<file path="src/rtl/core/ll2s_pkg.sv">
// ----------------------------------------------------------------------------
// ll2s_pkg
// Shared constants, types and elaboration-time tables for the lat/lon to
// sphere coordinate unit.
// ----------------------------------------------------------------------------
package ll2s_pkg;

  localparam int CORDIC_STAGES_DEF = 16;
  localparam int ATAN_ENTRIES      = 24;

  localparam int XY_W   = 33;
  localparam int Z_W    = 34;
  localparam int ANG_W  = 18;
  localparam int MAG_W  = 14;
  localparam int QUO_W  = 32;
  localparam int REM_W  = 16;
  localparam int OUT_W  = 16;

  localparam longint FULL_TURN    = 46080;
  localparam longint HALF_TURN    = 23040;
  localparam longint QUARTER_TURN = 11520;
  localparam longint PI_Q30       = 64'd3373259426;
  localparam longint CORDIC_X0    = 652032874;
  localparam longint FLAT_RECIP   = 11930465;
  localparam int     FLAT_SHIFT   = 30;
  localparam longint FLAT_LIMIT   = 23040;

  typedef logic [QUO_W-1:0] quo_tab_t [0:127];
  typedef logic [REM_W-1:0] rem_tab_t [0:127];
  typedef logic [31:0]      atan_tab_t [0:ATAN_ENTRIES-1];

  localparam atan_tab_t ATAN_Q30 = '{
    32'd843314856, 32'd497837829, 32'd263043836, 32'd133525158,
    32'd67021686,  32'd33543515,  32'd16775850,  32'd8388437,
    32'd4194282,   32'd2097149,   32'd1048575,   32'd524287,
    32'd262143,    32'd131071,    32'd65535,     32'd32767,
    32'd16383,     32'd8191,      32'd4095,      32'd2047,
    32'd1023,      32'd511,       32'd255,       32'd127
  };

  function automatic quo_tab_t build_hi_quo();
    quo_tab_t t;
    longint   n;
    for (int h = 0; h < 128; h++) begin
      n    = longint'(h) * 256 * PI_Q30;
      t[h] = QUO_W'(n / (2 * HALF_TURN));
    end
    return t;
  endfunction

  function automatic rem_tab_t build_hi_rem();
    rem_tab_t t;
    longint   n;
    for (int h = 0; h < 128; h++) begin
      n    = longint'(h) * 256 * PI_Q30;
      t[h] = REM_W'(n % (2 * HALF_TURN));
    end
    return t;
  endfunction

  function automatic quo_tab_t build_lo_quo();
    quo_tab_t t;
    longint   n;
    for (int l = 0; l < 128; l++) begin
      n    = longint'(l) * 2 * PI_Q30 + HALF_TURN;
      t[l] = QUO_W'(n / (2 * HALF_TURN));
    end
    return t;
  endfunction

  function automatic rem_tab_t build_lo_rem();
    rem_tab_t t;
    longint   n;
    for (int l = 0; l < 128; l++) begin
      n    = longint'(l) * 2 * PI_Q30 + HALF_TURN;
      t[l] = REM_W'(n % (2 * HALF_TURN));
    end
    return t;
  endfunction

  localparam quo_tab_t HI_QUO = build_hi_quo();
  localparam rem_tab_t HI_REM = build_hi_rem();
  localparam quo_tab_t LO_QUO = build_lo_quo();
  localparam rem_tab_t LO_REM = build_lo_rem();

endpackage

</file>
<file path="src/rtl/core/ll2s_flat_scale.sv">
// ----------------------------------------------------------------------------
// ll2s_flat_scale
// Scales an angle by 1/180 into Q1.15, rounded and saturated; two stages.
// ----------------------------------------------------------------------------
module ll2s_flat_scale (
  input  logic                              clk,
  input  logic                              en,
  input  logic signed [ll2s_pkg::ANG_W-1:0] angle,
  output logic signed [ll2s_pkg::OUT_W-1:0] flat
);

  logic [ll2s_pkg::ANG_W-1:0] m;
  logic [21:0]                n;
  logic [45:0]                prod;
  logic                       sign_r;
  logic                       big_r;
  logic [ll2s_pkg::OUT_W-1:0] q_r;
  logic signed [ll2s_pkg::OUT_W-1:0] flat_r;

  assign m    = angle[ll2s_pkg::ANG_W-1] ? ll2s_pkg::ANG_W'(-angle) : ll2s_pkg::ANG_W'(angle);
  assign n    = {m[14:0], 7'd0} + 22'd45;
  assign prod = 46'(n) * 46'(ll2s_pkg::FLAT_RECIP);

  always_ff @(posedge clk) begin
    if (en) begin
      sign_r <= angle[ll2s_pkg::ANG_W-1];
      big_r  <= m >= ll2s_pkg::ANG_W'(ll2s_pkg::FLAT_LIMIT);
      q_r    <= prod[ll2s_pkg::FLAT_SHIFT +: ll2s_pkg::OUT_W];
    end
  end

  always_ff @(posedge clk) begin
    if (en) begin
      if (big_r) begin
        flat_r <= sign_r ? 16'sh8000 : 16'sh7fff;
      end else begin
        flat_r <= sign_r ? -$signed(q_r) : $signed(q_r);
      end
    end
  end

  assign flat = flat_r;

endmodule

</file>
<file path="config.mk">
export PLATFORM = sky130hd
export DESIGN_NAME = ll2s_flat_scale
export DESIGN_NICKNAME = d
export VERILOG_FILES = /design/src/rtl/core/ll2s_pkg.sv /design/src/rtl/core/ll2s_flat_scale.sv
export SDC_FILE = /design/constraint.sdc
export NUM_CORES = 1
export LEC_CHECK = 0
export ABC_AREA = 1
export BUFFER_PORTS_ARGS = -buffer_cell sky130_fd_sc_hd__buf_4
export CORE_ASPECT_RATIO = 0.6
export CORE_MARGIN = 2
export CORE_UTILIZATION = 66
export CTS_CLUSTER_SIZE = 25
export DETAILED_ROUTE_END_ITERATION = 12
export PLACE_DENSITY = 0.85
export SLEW_MARGIN = 20
export SYNTH_ARGS = -nofsm -noshare
export SYNTH_HDL_FRONTEND = slang
export SYNTH_SLANG_ARGS = --single-unit
</file>
<file path="constraint.sdc">
create_clock -name clk -period 23.2 [get_ports clk]
set_clock_uncertainty 0.1 [all_clocks]
set_input_delay 6.96 -clock clk [delete_from_list [all_inputs] [get_ports clk]]
set_output_delay 6.96 -clock clk [all_outputs]
set_load 0.01 [all_outputs]
</file>
==> impl_metrics.csv <==
group,metric,value,unit
cells_and_area,fillers,970,
global_route,antenna_found_initial,0,
yosys,synth_top_family_by_area,"adder cells",
cells_and_area,drive_above_1_share,0.0564,
critical_path,cp_max_fo,7,
place,io_buffers,35,
clock_tree,post_cts_resized,0,
global_route,grt_pass1_wl,39.5,mm
critical_path,startpoint,"angle[0]",
critical_path,critPathLaunchType,"primary input",
clock_tree,numCtsBuffers,5,
cells_and_area,final_cells,1300,
routing,detail-route-antenna-nets,0,
clock_tree,postCtsHoldBufs,0,
hold_path,hp-start,"q_r[15]$_DFFE_PP_",
die,core,12200,µm²
yosys,synth_cell_type_count,35,
yosys,netlist_area,8370,µm²
sta,finalWorstSetupSlack,9.59,ns
yosys,synthSimpleGateAreaFrac,0.205,
sta,tightestPinTransition,0.814,ns
routing,drc_errors,0,
clock_tree,root_buffer,"clkbuf_16",
clock_tree,cts_setup_buffers,0,
place,routabilityCongestion,1.10,
yosys,yosysWarnings,0,
routing,wl_per_cell,18.7,µm
yosys,yosys-mux-area-fraction,0,
die,boundaryPins,36,
yosys,async_flop_share,0,
critical_path,cp.arrival,13.55,ns
cells_and_area,finalNetCount,1407,
routing,vias_per_cell,5.64,
sta,relSlewSlack,0.454,
critical_path,crit_path_end_kind,"flip-flop",
die,row_count,31,
place,dp_slack,9.39,ns
flow_run,maxCapViolations,0,
sta,hold_violations,0,
critical_path,slowest_stage,"fa_1",
routing,routed_wl,24.3,mm
yosys,syn_inst,1097,
global_route,grt_max_degree,35,
sta,fin_crit_sh,0.587,
sta,period_needed,13.61,ns
sta,slew_violations,0,
yosys,synth_nets,1368,
cells_and_area,diodes,0,
global_route,grt_overflow,0,
clock_tree,path_clk_slew,0.06,ns
cells_and_area,area_delta_synth_final,6.96,%
clock_tree,h-tree-depth,2,
yosys,synth-compound-area-share,0.0647,
yosys,synth_ff_type,"edfxtp_1",
routing,drtIter0Drc,728,
clock_tree,clk_latency,0.28,ns
place,dp_hpwl,21.6,mm
routing,vias,7330,
yosys,synth_enable_flop_cells,34,
outcome,status,"completed",
yosys,synth_fa_ha_area_frac,0.454,
hold_path,hp-class,"flip-flop to flip-flop",
sta,fmax,0.0735,GHz
die,die_h,91.3,µm
global_route,grt_util_all_layers,0.388,
cells_and_area,final_cell_mix,"inv_1, nand2_1, ha_1, nor2_1, fa_1",
critical_path,path_class,"primary input to flip-flop",
sta,setup_violations,0,
sta,rsz0062_at_grt,"no",
die,dieWidth,149,µm
clock_tree,cts.sinks,34,
yosys,synth_seq_cells,34,
place,dp_cells,1294,
cells_and_area,layout_commonest_cell,"inv_1",
critical_path,slowest_delay,0.57,ns
clock_tree,clockBufferDepth,2,
die,start_util,0.685,
clock_tree,cts_tree,"built",
yosys,ys_seq_area_frac,0.122,
routing,firstDrtPassIters,6,
yosys,synth_xor_area_frac,0.0336,
critical_path,crit_required,23.14,ns
yosys,avgSynthCellArea,7.63,µm²
critical_path,timing.rr.start,"q_r[5]$_DFFE_PP_",
die,die_area,13600,µm²
sta,finalSetupTns,0,ns
global_route,first_global_vias,7466,
==> final timing paths <==
kind         slack [ns]                 end  cells past startpoint
max reg2reg       20.76  flat[15]$_DFFE_PP_                      7
min                0.58  flat[15]$_DFFE_PP_                      3
max                9.59   q_r[11]$_DFFE_PP_                     30
min reg2reg        0.58  flat[15]$_DFFE_PP_                      3
==> worst max-delay path: cells and delay by family <==
kind                     cells  cell delay [ns]
adder cells (fa/ha/maj)      9             3.57
AND/OR/NAND/NOR              9             1.03
buffers and inverters        7             0.72
XOR/XNOR                     1             0.16
AO/OA/AOI/OAI                4             1.11
==> flip-flops by register name, indices dropped and copies added, names as in the netlist <==
name,count
q_r,16
flat,16
sign_r,1
big_r,1
==> synthesized netlist by cell type, types with 2 or more instances <==
library cell | number | area share
nor2_4 | 2 | 0.0027
nand2_1 | 227 | 0.10
a21o_1 | 4 | 0.0036
clkbuf_1 | 2 | 0.00090
a31oi_1 | 2 | 0.0015
nor2_1 | 111 | 0.050
inv_2 | 4 | 0.0018
xor2_1 | 22 | 0.023
o21a_1 | 2 | 0.0018
nand3_1 | 40 | 0.024
nor4_1 | 2 | 0.0015
a21oi_1 | 41 | 0.025
o21bai_1 | 8 | 0.0072
nor3_1 | 8 | 0.0048
nand4_1 | 9 | 0.0067
ha_1 | 163 | 0.24
inv_1 | 259 | 0.12
edfxtp_1 | 34 | 0.12
nor2_2 | 5 | 0.0037
o21ai_1 | 2 | 0.0012
fa_1 | 88 | 0.21
xnor2_1 | 7 | 0.0073
buf_4 | 2 | 0.0018
o21ai_0 | 35 | 0.021
nand2_2 | 8 | 0.0060
==> kinds of logic after synthesis <==
| group | Yosys count |
|---|---|
| AND/OR/NAND/NOR | 417 |
| AO/OA/AOI/OAI | 98 |
| adder cells (fa/ha/maj) | 251 |
| buffers and inverters | 267 |
| flip-flops | 34 |
| XOR/XNOR | 30 |
==> layout make-up <==
class | instances | area [µm²] | area share
inverters | 263 | 987 | 0.110
clock inverters | 1 | 3.75 | 0.000419
clock buffers | 5 | 125 | 0.0140
flip-flops and latches | 34 | 1020 | 0.114
multi-input cells | 796 | 6340 | 0.708
well taps | 165 | 206 | 0.0230
repair buffers | 36 | 270 | 0.0302
==> stage by stage <==
stage	area, µm²	utilization	hold slack [ns]
floorplan	8370	-	0.474
global placement	8830	0.723	0.542
detailed placement	8830	0.723	0.557
CTS	8960	0.733	0.582
global route	8960	0.733	0.602
finish	8960	0.733	0.579
==> per-layer routing <==
layer,global-route usage,vias up,share of wire
met5,0,-,0
met4,0.0540,0,0.010
met3,0.233,26,0.18
met2,0.481,427,0.35
met1,0.578,3386,0.46
li1,-,3491,-
Power is not shown: default switching activity piles up to over one toggle a cycle in this logic, so the estimate is an artifact.
