`config.mk`:
```
export PLATFORM = sky130hd
export DESIGN_NAME = ll2s_cordic_cell
export DESIGN_NICKNAME = d
export VERILOG_FILES = /design/src/rtl/core/ll2s_pkg.sv /design/src/rtl/core/ll2s_cordic_cell.sv
export SDC_FILE = /design/constraint.sdc
export NUM_CORES = 1
export LEC_CHECK = 0
export BUFFER_PORTS_ARGS = -buffer_cell sky130_fd_sc_hd__clkbuf_2
export CORE_MARGIN = 2
export CORE_UTILIZATION = 35
export CTS_CLUSTER_DIAMETER = 30
export CTS_CLUSTER_SIZE = 10
export DETAILED_ROUTE_END_ITERATION = 16
export GPL_TIMING_DRIVEN = 0
export MAX_ROUTING_LAYER = met4
export SYNTH_ARGS = -nofsm -noshare
export SYNTH_HDL_FRONTEND = slang
export SYNTH_SLANG_ARGS = --single-unit
export TNS_END_PERCENT = 20
```
`constraint.sdc`:
```
create_clock -name clk -period 10.44 [get_ports clk]
set_clock_uncertainty 0.1 [all_clocks]
set_input_delay 2.088 -clock clk [delete_from_list [all_inputs] [get_ports clk]]
set_output_delay 2.088 -clock clk [all_outputs]
set_load 0.05 [all_outputs]
```
`src/rtl/core/ll2s_pkg.sv`:
```
// ----------------------------------------------------------------------------
// ll2s_pkg
// Shared constants, types and elaboration-time tables for the lat/lon to
// sphere coordinate unit.
// ----------------------------------------------------------------------------
package ll2s_pkg;

  localparam int CORDIC_STAGES_DEF = 16;
  localparam int ATAN_ENTRIES      = 24;

  localparam int XY_W   = 33;
  localparam int Z_W    = 34;
  localparam int ANG_W  = 18;
  localparam int MAG_W  = 14;
  localparam int QUO_W  = 32;
  localparam int REM_W  = 16;
  localparam int OUT_W  = 16;

  localparam longint FULL_TURN    = 46080;
  localparam longint HALF_TURN    = 23040;
  localparam longint QUARTER_TURN = 11520;
  localparam longint PI_Q30       = 64'd3373259426;
  localparam longint CORDIC_X0    = 652032874;
  localparam longint FLAT_RECIP   = 11930465;
  localparam int     FLAT_SHIFT   = 30;
  localparam longint FLAT_LIMIT   = 23040;

  typedef logic [QUO_W-1:0] quo_tab_t [0:127];
  typedef logic [REM_W-1:0] rem_tab_t [0:127];
  typedef logic [31:0]      atan_tab_t [0:ATAN_ENTRIES-1];

  localparam atan_tab_t ATAN_Q30 = '{
    32'd843314856, 32'd497837829, 32'd263043836, 32'd133525158,
    32'd67021686,  32'd33543515,  32'd16775850,  32'd8388437,
    32'd4194282,   32'd2097149,   32'd1048575,   32'd524287,
    32'd262143,    32'd131071,    32'd65535,     32'd32767,
    32'd16383,     32'd8191,      32'd4095,      32'd2047,
    32'd1023,      32'd511,       32'd255,       32'd127
  };

  function automatic quo_tab_t build_hi_quo();
    quo_tab_t t;
    longint   n;
    for (int h = 0; h < 128; h++) begin
      n    = longint'(h) * 256 * PI_Q30;
      t[h] = QUO_W'(n / (2 * HALF_TURN));
    end
    return t;
  endfunction

  function automatic rem_tab_t build_hi_rem();
    rem_tab_t t;
    longint   n;
    for (int h = 0; h < 128; h++) begin
      n    = longint'(h) * 256 * PI_Q30;
      t[h] = REM_W'(n % (2 * HALF_TURN));
    end
    return t;
  endfunction

  function automatic quo_tab_t build_lo_quo();
    quo_tab_t t;
    longint   n;
    for (int l = 0; l < 128; l++) begin
      n    = longint'(l) * 2 * PI_Q30 + HALF_TURN;
      t[l] = QUO_W'(n / (2 * HALF_TURN));
    end
    return t;
  endfunction

  function automatic rem_tab_t build_lo_rem();
    rem_tab_t t;
    longint   n;
    for (int l = 0; l < 128; l++) begin
      n    = longint'(l) * 2 * PI_Q30 + HALF_TURN;
      t[l] = REM_W'(n % (2 * HALF_TURN));
    end
    return t;
  endfunction

  localparam quo_tab_t HI_QUO = build_hi_quo();
  localparam rem_tab_t HI_REM = build_hi_rem();
  localparam quo_tab_t LO_QUO = build_lo_quo();
  localparam rem_tab_t LO_REM = build_lo_rem();

endpackage

```
`src/rtl/core/ll2s_cordic_cell.sv`:
```
// ----------------------------------------------------------------------------
// ll2s_cordic_cell
// One CORDIC rotation step with its output registers.
// ----------------------------------------------------------------------------
module ll2s_cordic_cell #(
  parameter int STAGE_IDX = 0
) (
  input  logic                              clk,
  input  logic                              en,
  input  logic signed [ll2s_pkg::XY_W-1:0]  x_in,
  input  logic signed [ll2s_pkg::XY_W-1:0]  y_in,
  input  logic signed [ll2s_pkg::Z_W-1:0]   z_in,
  input  logic                              side_in,
  output logic signed [ll2s_pkg::XY_W-1:0]  x_out,
  output logic signed [ll2s_pkg::XY_W-1:0]  y_out,
  output logic signed [ll2s_pkg::Z_W-1:0]   z_out,
  output logic                              side_out
);

  localparam logic signed [ll2s_pkg::Z_W-1:0] ATAN =
    ll2s_pkg::Z_W'(ll2s_pkg::ATAN_Q30[STAGE_IDX]);

  logic signed [ll2s_pkg::XY_W-1:0] dx;
  logic signed [ll2s_pkg::XY_W-1:0] dy;
  logic signed [ll2s_pkg::XY_W-1:0] x_r;
  logic signed [ll2s_pkg::XY_W-1:0] y_r;
  logic signed [ll2s_pkg::Z_W-1:0]  z_r;
  logic                             side_r;

  assign dx = y_in >>> STAGE_IDX;
  assign dy = x_in >>> STAGE_IDX;

  always_ff @(posedge clk) begin
    if (en) begin
      side_r <= side_in;
      if (!z_in[ll2s_pkg::Z_W-1]) begin
        x_r <= x_in - dx;
        y_r <= y_in + dy;
        z_r <= z_in - ATAN;
      end else begin
        x_r <= x_in + dx;
        y_r <= y_in - dy;
        z_r <= z_in + ATAN;
      end
    end
  end

  assign x_out    = x_r;
  assign y_out    = y_r;
  assign z_out    = z_r;
  assign side_out = side_r;

endmodule

```
==> results of run 1 <==
## cell usage after synthesis (16+ instances only)
master,instances
o31ai_1,16
nor2_1,71
edfxtp_1,100
a21o_1,45
o21ai_0,61
xor2_1,18
o21bai_1,29
ha_1,125
xnor2_1,68
nand2_1,42
inv_1,107
a21oi_1,136
nor3_1,21
mux2i_1,17
nand3_1,17
clkbuf_1,22
## layout by cell type (no fill, tap or decap), types with 17 or more instances in the layout
master,netlist,routed
ha_1,125,125
o21bai_1,29,29
mux2i_1,17,17
inv_1,107,107
clkbuf_1,22,22
clkbuf_2,0,202
xor2_1,18,18
xnor2_1,68,68
nand2_1,42,42
nor3_1,21,21
nand3_1,17,17
edfxtp_1,100,100
a21o_1,45,45
a21oi_1,136,136
nor2_1,71,71
o21ai_0,61,61
## flip-flops by register name (all words and copies together) (netlist names)
| signal | cells |
|---|---|
| z_out | 34 |
| y_out | 33 |
| x_out | 32 |
| side_out | 1 |
## report_power, final
group,internal [mW],total [mW],switching [mW]
combinational,0.226,0.785,0.559
clock,0.189,0.347,0.158
sequential,0.532,0.556,0.0244
total,0.947,1.69,0.742
## cell families (layout without fill, tap and decap cells)
group,Yosys count,in the layout
compound gates,387,387
simple gates,239,239
buf+inv,156,376
fa+ha+maj,129,129
flops,100,100
xor+xnor,86,86
mux,18,18
## path summary, 6_finish.rpt
check	to	startpoint	slack, ns	cells past startpoint
max	z_out[32]	z_in[33]	3.98	15
min	z_out[0]	z_in[0]	1.81	1
## metrics by stage
stage / instances / setup slack [ns] / hold slack, ns
floorplan: 1115 / 4.903 / 2.087
global placement: 1696 / 2.997 / 2.171
detailed placement: 1697 / 3.654 / 2.167
CTS: 1713 / 4.024 / 1.791
global route: 1713 / 3.672 / 1.802
finish: 1713 / 3.984 / 1.807
## critical path, stage by stage
cell and delay (ns):
clkbuf_2 0.29, clkbuf_1 0.28, inv_1 0.13, clkbuf_1 0.54, buf_2 0.71, ha_1 0.38
a211oi_1 0.22, nor2_1 0.14, o211a_1 0.28, nor3b_2 0.23, o21ai_1 0.21, a311oi_1 0.54
o21ai_1 0.13, a21oi_1 0.20, xnor2_1 0.08
## routing by layer
metal	GRT usage, %	part of all wire, %
met5	-	0
met4	7.369	2.8
met3	2.600	6.5
met2	32.79	44
met1	30.17	47
## final cells by class
type	instances	area, sq um	area share (%)
multi-input combinational	859	6215	53.34
sequential	100	3003	25.77
timing repair buffer	204	1046	8.978
tap	378	473.0	4.059
inverter	114	427.9	3.673
clock buffer	9	225.2	1.933
buffer	42	178.9	1.536
clock inverter	7	82.58	0.7088
==> run metrics, run 1 <==
status=finished clean; post-detail-place hpwl=approximately 26000 um; HP Class=in2reg; GRT Residual Overflow=0; Post-Route WL=roughly 32000 um; TritonCTS clock tree=yes; CP Data Required Time=around 10 ns; Reg clk slew, reported paths=roughly 0.070 ns; post-synthesis compound-gate area fraction=roughly a quarter; Mapped Nets=around 1300; final period utilization=about three fifths; Max Fclk=about 150 MHz; # resized after CTS=0; final instance area=around 12000 sq um; Fill cells=approximately 2800; clock tree buffer depth=2; Setup crit start kind=primary input; vias per cell=roughly 5.4; syn_area_per_cell=just under 9 sq um; synth warn=0; fraction of synthesized area in multiplexers=1.847%; placed inst area=about 11000 sq um; Die ar.=29420 sq um; core footprint=~28000 sq um; post-synthesis sequential area ratio=between 30% and 40%; final setup vio count=0; #FFs+latches synth=100; top-area cell type share of the netlist area=about 31%; TritonCTS Sinks=100; Clock Tree Root=clkbuf_16; Post-Synth Adder-Cell Area=between 15 and 20%; post-synthesis cell type with the largest combined area=edfxtp_1; Post-Synthesis Cells=around 1100; 1st-iter DRT viols=between 900 and 1000; most used flip-flop cell after synthesis=edfxtp_1; Post-route DRC=0; power density over the cells=about 140 nW/um^2; initial antenna violation count=0; Async S/R FF share, synth=0%; cell area after synthesis=slightly below 10000 sq um; hold_buf cts=0; die width=171.5 um; EDFF count, synth=100; largest family of logic cells by synthesized area=compound AO/OA/AOI/OAI gates; max-slew violations=0; CP arrival=6.47 ns; maximum VDD drop=between 0.06 and 0.07 mV; Worst Tran Pin Value=0.9796 ns; unrepaired setup endpoints after global routing=false; Cell Rows=between 60 and 70; largest cells by area after synthesis=edfxtp_1 (31%), ha_1 (16%), a21oi_1 (6.9%), xnor2_1 (6.1%), inv_1 (4.1%); number of diodes=0; post-synth cell types=between 60 and 70; CTS H-tree depth=3; post-route total power=approximately 1.7 mW; Rel. slew slack=a little over a third; First-pass DRT Iterations=5; WL/cell=18.53 um; Final Hold Viols=0; first-pass GRT wire length=roughly 48000 um; height of the chip=171.5 um; CP Capture Type=register; Layout area overhead=18.61%; vias in the first global route=~8700; critical path class=in2reg; gr usage total=a little over a fifth; IO Pins=204; max cap viols=0; setup tns final=0 ns; CP Max Fanout=25; nets@finish=1562; initial core utilization=between 30 and 40%; XOR/XNOR share of the synthesized area=under 10%; ANT nets after route=0; fraction of layout cells with a size suffix above 1=18.80%; simple logic cell fraction of the synthesized area=roughly 12%; minimum clock period=6.456 ns; post-CTS setup buffers=0; largest net degree at the start of global routing=69; port bufs=~200; routability cong.=0.9689; Static Leak=between 5 and 6 nW; DR vias=about 9200; Final Util=42.05%; total CTS buffers=9
Power figures use the tool's default switching activity.
==> run 2, diff against run 1 <==
--- a/config.mk
+++ b/config.mk
@@ -5,6 +5,7 @@
 export SDC_FILE = /design/constraint.sdc
 export NUM_CORES = 1
 export LEC_CHECK = 0
+export ABC_AREA = 1
 export BUFFER_PORTS_ARGS = -buffer_cell sky130_fd_sc_hd__clkbuf_2
 export CORE_MARGIN = 2
 export CORE_UTILIZATION = 35
==> constraint.sdc (replaced) <==
create_clock -name clk -period 6.1 [get_ports clk]
set_clock_uncertainty 0.1 [all_clocks]
set_input_delay 1.22 -clock clk [delete_from_list [all_inputs] [get_ports clk]]
set_output_delay 1.22 -clock clk [all_outputs]
set_load 0.05 [all_outputs]
==> run metrics, run 2 <==
status=finished clean; post-detail-place hpwl=38870 um; area occupied by registers=3003 sq um; Layout area overhead=15.27%; unrepaired setup endpoints after global routing=false; initial core utilization=35.43%; CP Cell Sequence=clkbuf_2, clkbuf_1, clkinv_1, buf_2, ha_1, a21oi_1, o21ai_0, a21oi_1, nand3_1, xor2_1; Rel. slew slack=a little under a third; final setup vio count=0; Post-Route WL=about 46000 um; top-area cell type share of the netlist area=a little under a quarter; synth warn=0; syn_area_per_cell=just over 6 sq um; cell area after synthesis=approximately 13000 sq um; synth cell count leaders=nand2_1 (744), inv_1 (377), nand3_1 (181); Reg clk slew, reported paths=0.08 ns; most crowded layer after global routing=met2; 1st-iter DRT viols=slightly below 1000; Max Fclk=between 200 and 250 MHz; Clock Tree Root=clkbuf_16; met2 Use GR=between 40% and 50%; Mapped Nets=2276; clock tree buffer depth=2; area taken by multi-input logic gates=7849 sq um; nets@finish=2491; DR vias=13370; die width=193.5 um; post-synthesis sequential area ratio=23.89%; height of the chip=~190 um; # resized after CTS=0; most common cell after layout, fill and taps aside=nand2_1; CTS H-tree depth=3; vias per cell=between 4 and 5; met1 usage=32.20%; Setup crit start kind=primary input; port bufs=just over 200; EDFF count, synth=100; CP Data Required Time=just over 6 ns; HP Class=in2reg; fraction of layout cells with a size suffix above 1=approximately an eighth; most used flip-flop cell after synthesis=edfxtp_1; Cell Rows=slightly below 70; TritonCTS clock tree=yes; gr usage total=between 20% and 30%; First-pass DRT Iterations=5; largest cells by area after synthesis=edfxtp_1 (24%), nand2_1 (22%), ha_1 (12%), inv_1 (11%), nand3_1 (7.2%); GRT Residual Overflow=0; CP most frequent cell=a21oi_1; post-synth cell types=37; WL/cell=approximately 17 um; Worst path max stage delay=approximately 0.48 ns; number of diodes=0; largest net degree at the start of global routing=70; Fill cells=between 3000 and 4000; #FFs+latches synth=100; Post-Synthesis Cells=between 2000 and 2500; Async S/R FF share, synth=0%; Max stage delay cell, worst path=ha_1; Min Hold Slack=between 0.9 and 1 ns; power density over the cells=around 210 nW/um^2; Worst Tran Pin Value=between 1 and 1.5 ns; max cap viols=0; most frequent cells in the layout=nand2_1 (744), inv_1 (377), clkbuf_2 (202); TritonCTS Sinks=100; hold_buf cts=0; setup tns final=0 ns; Static Leak=a little over 8 nW; minimum clock period=between 4 and 5 ns; first-pass GRT wire length=~71000 um; CP arrival=4.30 ns; met3 usage=approximately 2.1%; Final Hold Viols=0; routability cong.=around 1; ANT nets after route=0; initial antenna violation count=0; Die ar.=about 37000 sq um; post-CTS setup buffers=0; Largest register FFs=34; most common cell in the netlist=nand2_1; maximum VDD drop=around 0.16 mV; CP Max Fanout=25; Post-route DRC=0; max-slew violations=0; critical path class=in2reg; CP Capture Type=register; IO Pins=slightly above 200; post-synthesis cell type with the largest combined area=edfxtp_1; vias in the first global route=about 13000; core footprint=between 30000 and 40000 sq um; total CTS buffers=9; final period utilization=between 60% and 70%
==> run 2: cell types whose count changed in the layout (fill, tap and decap cells not counted), moves of 15 or more <==
cell      delta
a21oi_1     -23
xnor2_1     -65
nand2_1    +702
mux2i_1     -17
nor2_1      +67
nand2b_1    -15
inv_1      +270
xor2_1      +23
nand3_1    +164
a21o_1      -42
o21bai_1    -18
nor2b_1     -15
==> run 2: worst paths after layout <==
kind | start | endpoint | slack (ns) | cells after the start
worst min-delay path | side_in | side_out | 0.91 | 1
worst max-delay path | z_in[33] | z_out[20] | 1.83 | 10
==> run 2: critical path: cells and delay by family <==
family | cells | cell delay, ns
AOI/OAI and AO/OA | 3 | 0.87
xor gates and xnor gates | 1 | 0.20
adders and majority gates | 1 | 0.48
buffers and inverters | 4 | 1.27
and+or+nand+nor | 1 | 0.23
==> run 2: cells by family (layout without fill, tap and decap cells) <==
| group | Yosys count | in the layout | share of synthesized area, % |
|---|---|---|---|
| simple gates | 1136 | 1136 | 37.50 |
| buf+inv | 429 | 648 | 13.68 |
| compound gates | 206 | 206 | 8.789 |
| fa+ha+maj | 129 | 129 | 13.08 |
| flops | 100 | 100 | 23.89 |
| xor+xnor | 44 | 44 | 3.066 |
==> run 2: per-stage QoR <==
stage               total power [mW]  cell area, sq um  instances  utilization, %  setup slack, ns
floorplan                      1.994             12570       2044               -            2.679
global placement               2.432             14160       2708           39.92            1.297
detailed placement             2.440             14190       2709           40.00            1.376
CTS                            3.096             14490       2724           40.84            1.796
global route                   3.269             14490       2724           40.84            1.605
finish                         3.076             14490       2724           40.84            1.835
==> run 2: layout make-up <==
type / instances / share of cell area, %
multi-input cells: 1515 / 54.17
repair buffers: 204 / 7.219
flip-flops and latches: 100 / 20.72
inverters: 385 / 9.973
clock buffers: 9 / 1.554
well taps: 461 / 3.981
plain buffers: 44 / 1.891
clock inverters: 6 / 0.4922
==> run 2: metal layers <==
layer / wire length, um / up-vias
met5: 0 / -
met4: 1236 / 0
met3: 2278 / 67
met2: 21630 / 431
met1: 20730 / 6045
li1: - / 6829
==> run 2: report_power, final <==
group | switching [mW] | leakage (nW) | internal (mW)
clock | 0.322 | 0.144 | 0.322
sequential | 0.0267 | 0.977 | 0.887
combinational | 1.12 | 7.01 | 0.394
total | 1.47 | 8.13 | 1.60
==> run 3, diff against run 2 <==
==> constraint.sdc (replaced) <==
create_clock -name clk -period 3.75 [get_ports clk]
set_clock_uncertainty 0.1 [all_clocks]
set_input_delay 0.75 -clock clk [delete_from_list [all_inputs] [get_ports clk]]
set_output_delay 0.75 -clock clk [all_outputs]
set_load 0.05 [all_outputs]
==> run metrics, run 3 (synthesized netlist as in run 2, its figures left out) <==
status=finished clean; PnR worst setup slack=between 0.2 and 0.25 ns; Worst Tran Pin Value=between 1 and 1.5 ns; final period utilization=94.00%; maximum VDD drop=approximately 0.26 mV; hold_buf cts=0; critical path class=in2reg; DP Cell Count=approximately 2700; Rel. slew slack=between 20% and 30%; die width=a little under 200 um; Sw Ratio=around 48%; Static Leak=8.131 nW; height of the chip=between 150 and 200 um; Largest register FFs=34; largest net degree at the start of global routing=70; nets@finish=2491; Max Fclk=between 200 and 300 MHz; power density over the cells=between 300 and 400 nW/um^2; CTS H-tree depth=3; post-detail-place hpwl=38870 um; pre-CTS WS=-0.5040 ns; Fill cells=about 3900; total CTS buffers=9; Layout area overhead=15.43%; Post-route DRC=0; Setup crit start kind=primary input; IO Pins=between 200 and 250; TritonCTS clock tree=yes; area occupied by registers=around 3000 sq um; fraction of layout cells with a size suffix above 1=about an eighth; Psw=roughly 2.4 mW; CP arrival=3.55 ns; CP Max Fanout=25; DR vias=about 13000; most frequent cells in the layout=nand2_1 (744), inv_1 (377), clkbuf_2 (201); clock power share=20.9%; Cell Rows=between 60 and 70; routability cong.=a little under 1; WL/cell=between 15 and 20 um; initial antenna violation count=0; number of cells on the worst hold path=1; HP Class=in2reg; first-pass GRT wire length=71360 um; Final Hold Viols=0; Clock Tree Root=clkbuf_16; Comb power frac=between 40% and 50%; ANT nets after route=0; initial core utilization=35.43%; gr usage total=about a quarter; minimum clock period=3.525 ns; Reg clk slew, reported paths=around 0.08 ns; most common cell after layout, fill and taps aside=nand2_1; CP Data Required Time=between 3 and 4 ns; area taken by multi-input logic gates=7864 sq um; 1st-iter DRT viols=between 900 and 1000; unrepaired setup endpoints after global routing=true; TritonCTS Sinks=100; max cap viols=0; Die ar.=about 37000 sq um; max-slew violations=0; vias per cell=~4.9; register share of total power=29.7%; vias in the first global route=13200; Post-Route WL=between 40000 and 50000 um; CP Capture Type=register; core footprint=roughly 35000 sq um; port bufs=203; First-pass DRT Iterations=6; Pint=~2.6 mW; clock tree buffer depth=2; Finished Layout Cells=2725; GRT Residual Overflow=0; post-CTS setup buffers=0; final setup vio count=0
-- run 3: repair_timing --
item | in CTS | in global routing
gates resized for setup | 3 | 4
endpoints found under the hold margin | 0 | 0
setup endpoints to repair | 2 | 6
-- run 3: final timing paths --
path  startpoint  slack (ns)        end
max     z_in[33]        0.22  z_out[22]
min      side_in        0.44   side_out
-- run 3: per-layer routing --
| layer | vias to the layer above | global-route usage, % | share of wire, % |
|---|---|---|---|
| li1 | 6830 | - | - |
| met1 | 6075 | 32.17 | 45 |
| met2 | 432 | 42.12 | 47 |
| met3 | 62 | 2.179 | 5.0 |
| met4 | 0 | 8.567 | 2.6 |
| met5 | - | - | 0 |
-- run 3: power by group through the flow --
| stage | clock (mW) | sequential (mW) | combinational [mW] |
|---|---|---|---|
| floorplan | 0 | 2.08 | 1.16 |
| global placement | 0 | 1.51 | 2.44 |
| detailed placement | 0 | 1.52 | 2.45 |
| CTS | 1.08 | 1.49 | 2.47 |
| global route | 1.11 | 1.50 | 2.71 |
| finish | 1.05 | 1.49 | 2.47 |
-- run 3: worst max-delay path, stage by stage --
cell and delay (ns):
buf_2 0.32, clkbuf_1 0.29, clkinv_1 0.22, buf_4 0.32, ha_1 0.42, a21oi_1 0.22, o21ai_0 0.18, a21oi_1 0.37
nand3_1 0.23, xor2_1 0.21
-- run 3: cell type report --
| cell class | count | share of cell area [%] |
|---|---|---|
| multi-input cells | 1515 | 54.19 |
| flip-flops and latches | 100 | 20.69 |
| inverters | 385 | 9.959 |
| repair buffers | 204 | 7.209 |
| well taps | 461 | 3.975 |
| plain buffers | 44 | 1.906 |
| clock buffers | 9 | 1.552 |
| clock inverters | 6 | 0.4915 |
| diodes | 1 | 0.01725 |
-- run 3: per-stage QoR --
stage	total power, mW	TNS [ns]	area [sq um]	hold WS [ns]	utilization [%]
floorplan	3.243	0	12570	0.7489	-
global placement	3.956	-4.298	14160	0.8273	39.92
detailed placement	3.969	-4.454	14190	0.8314	40.00
CTS	5.038	0	14500	0.4165	40.86
global route	5.321	-0.07514	14510	0.4266	40.89
finish	5.006	0	14510	0.4372	40.89
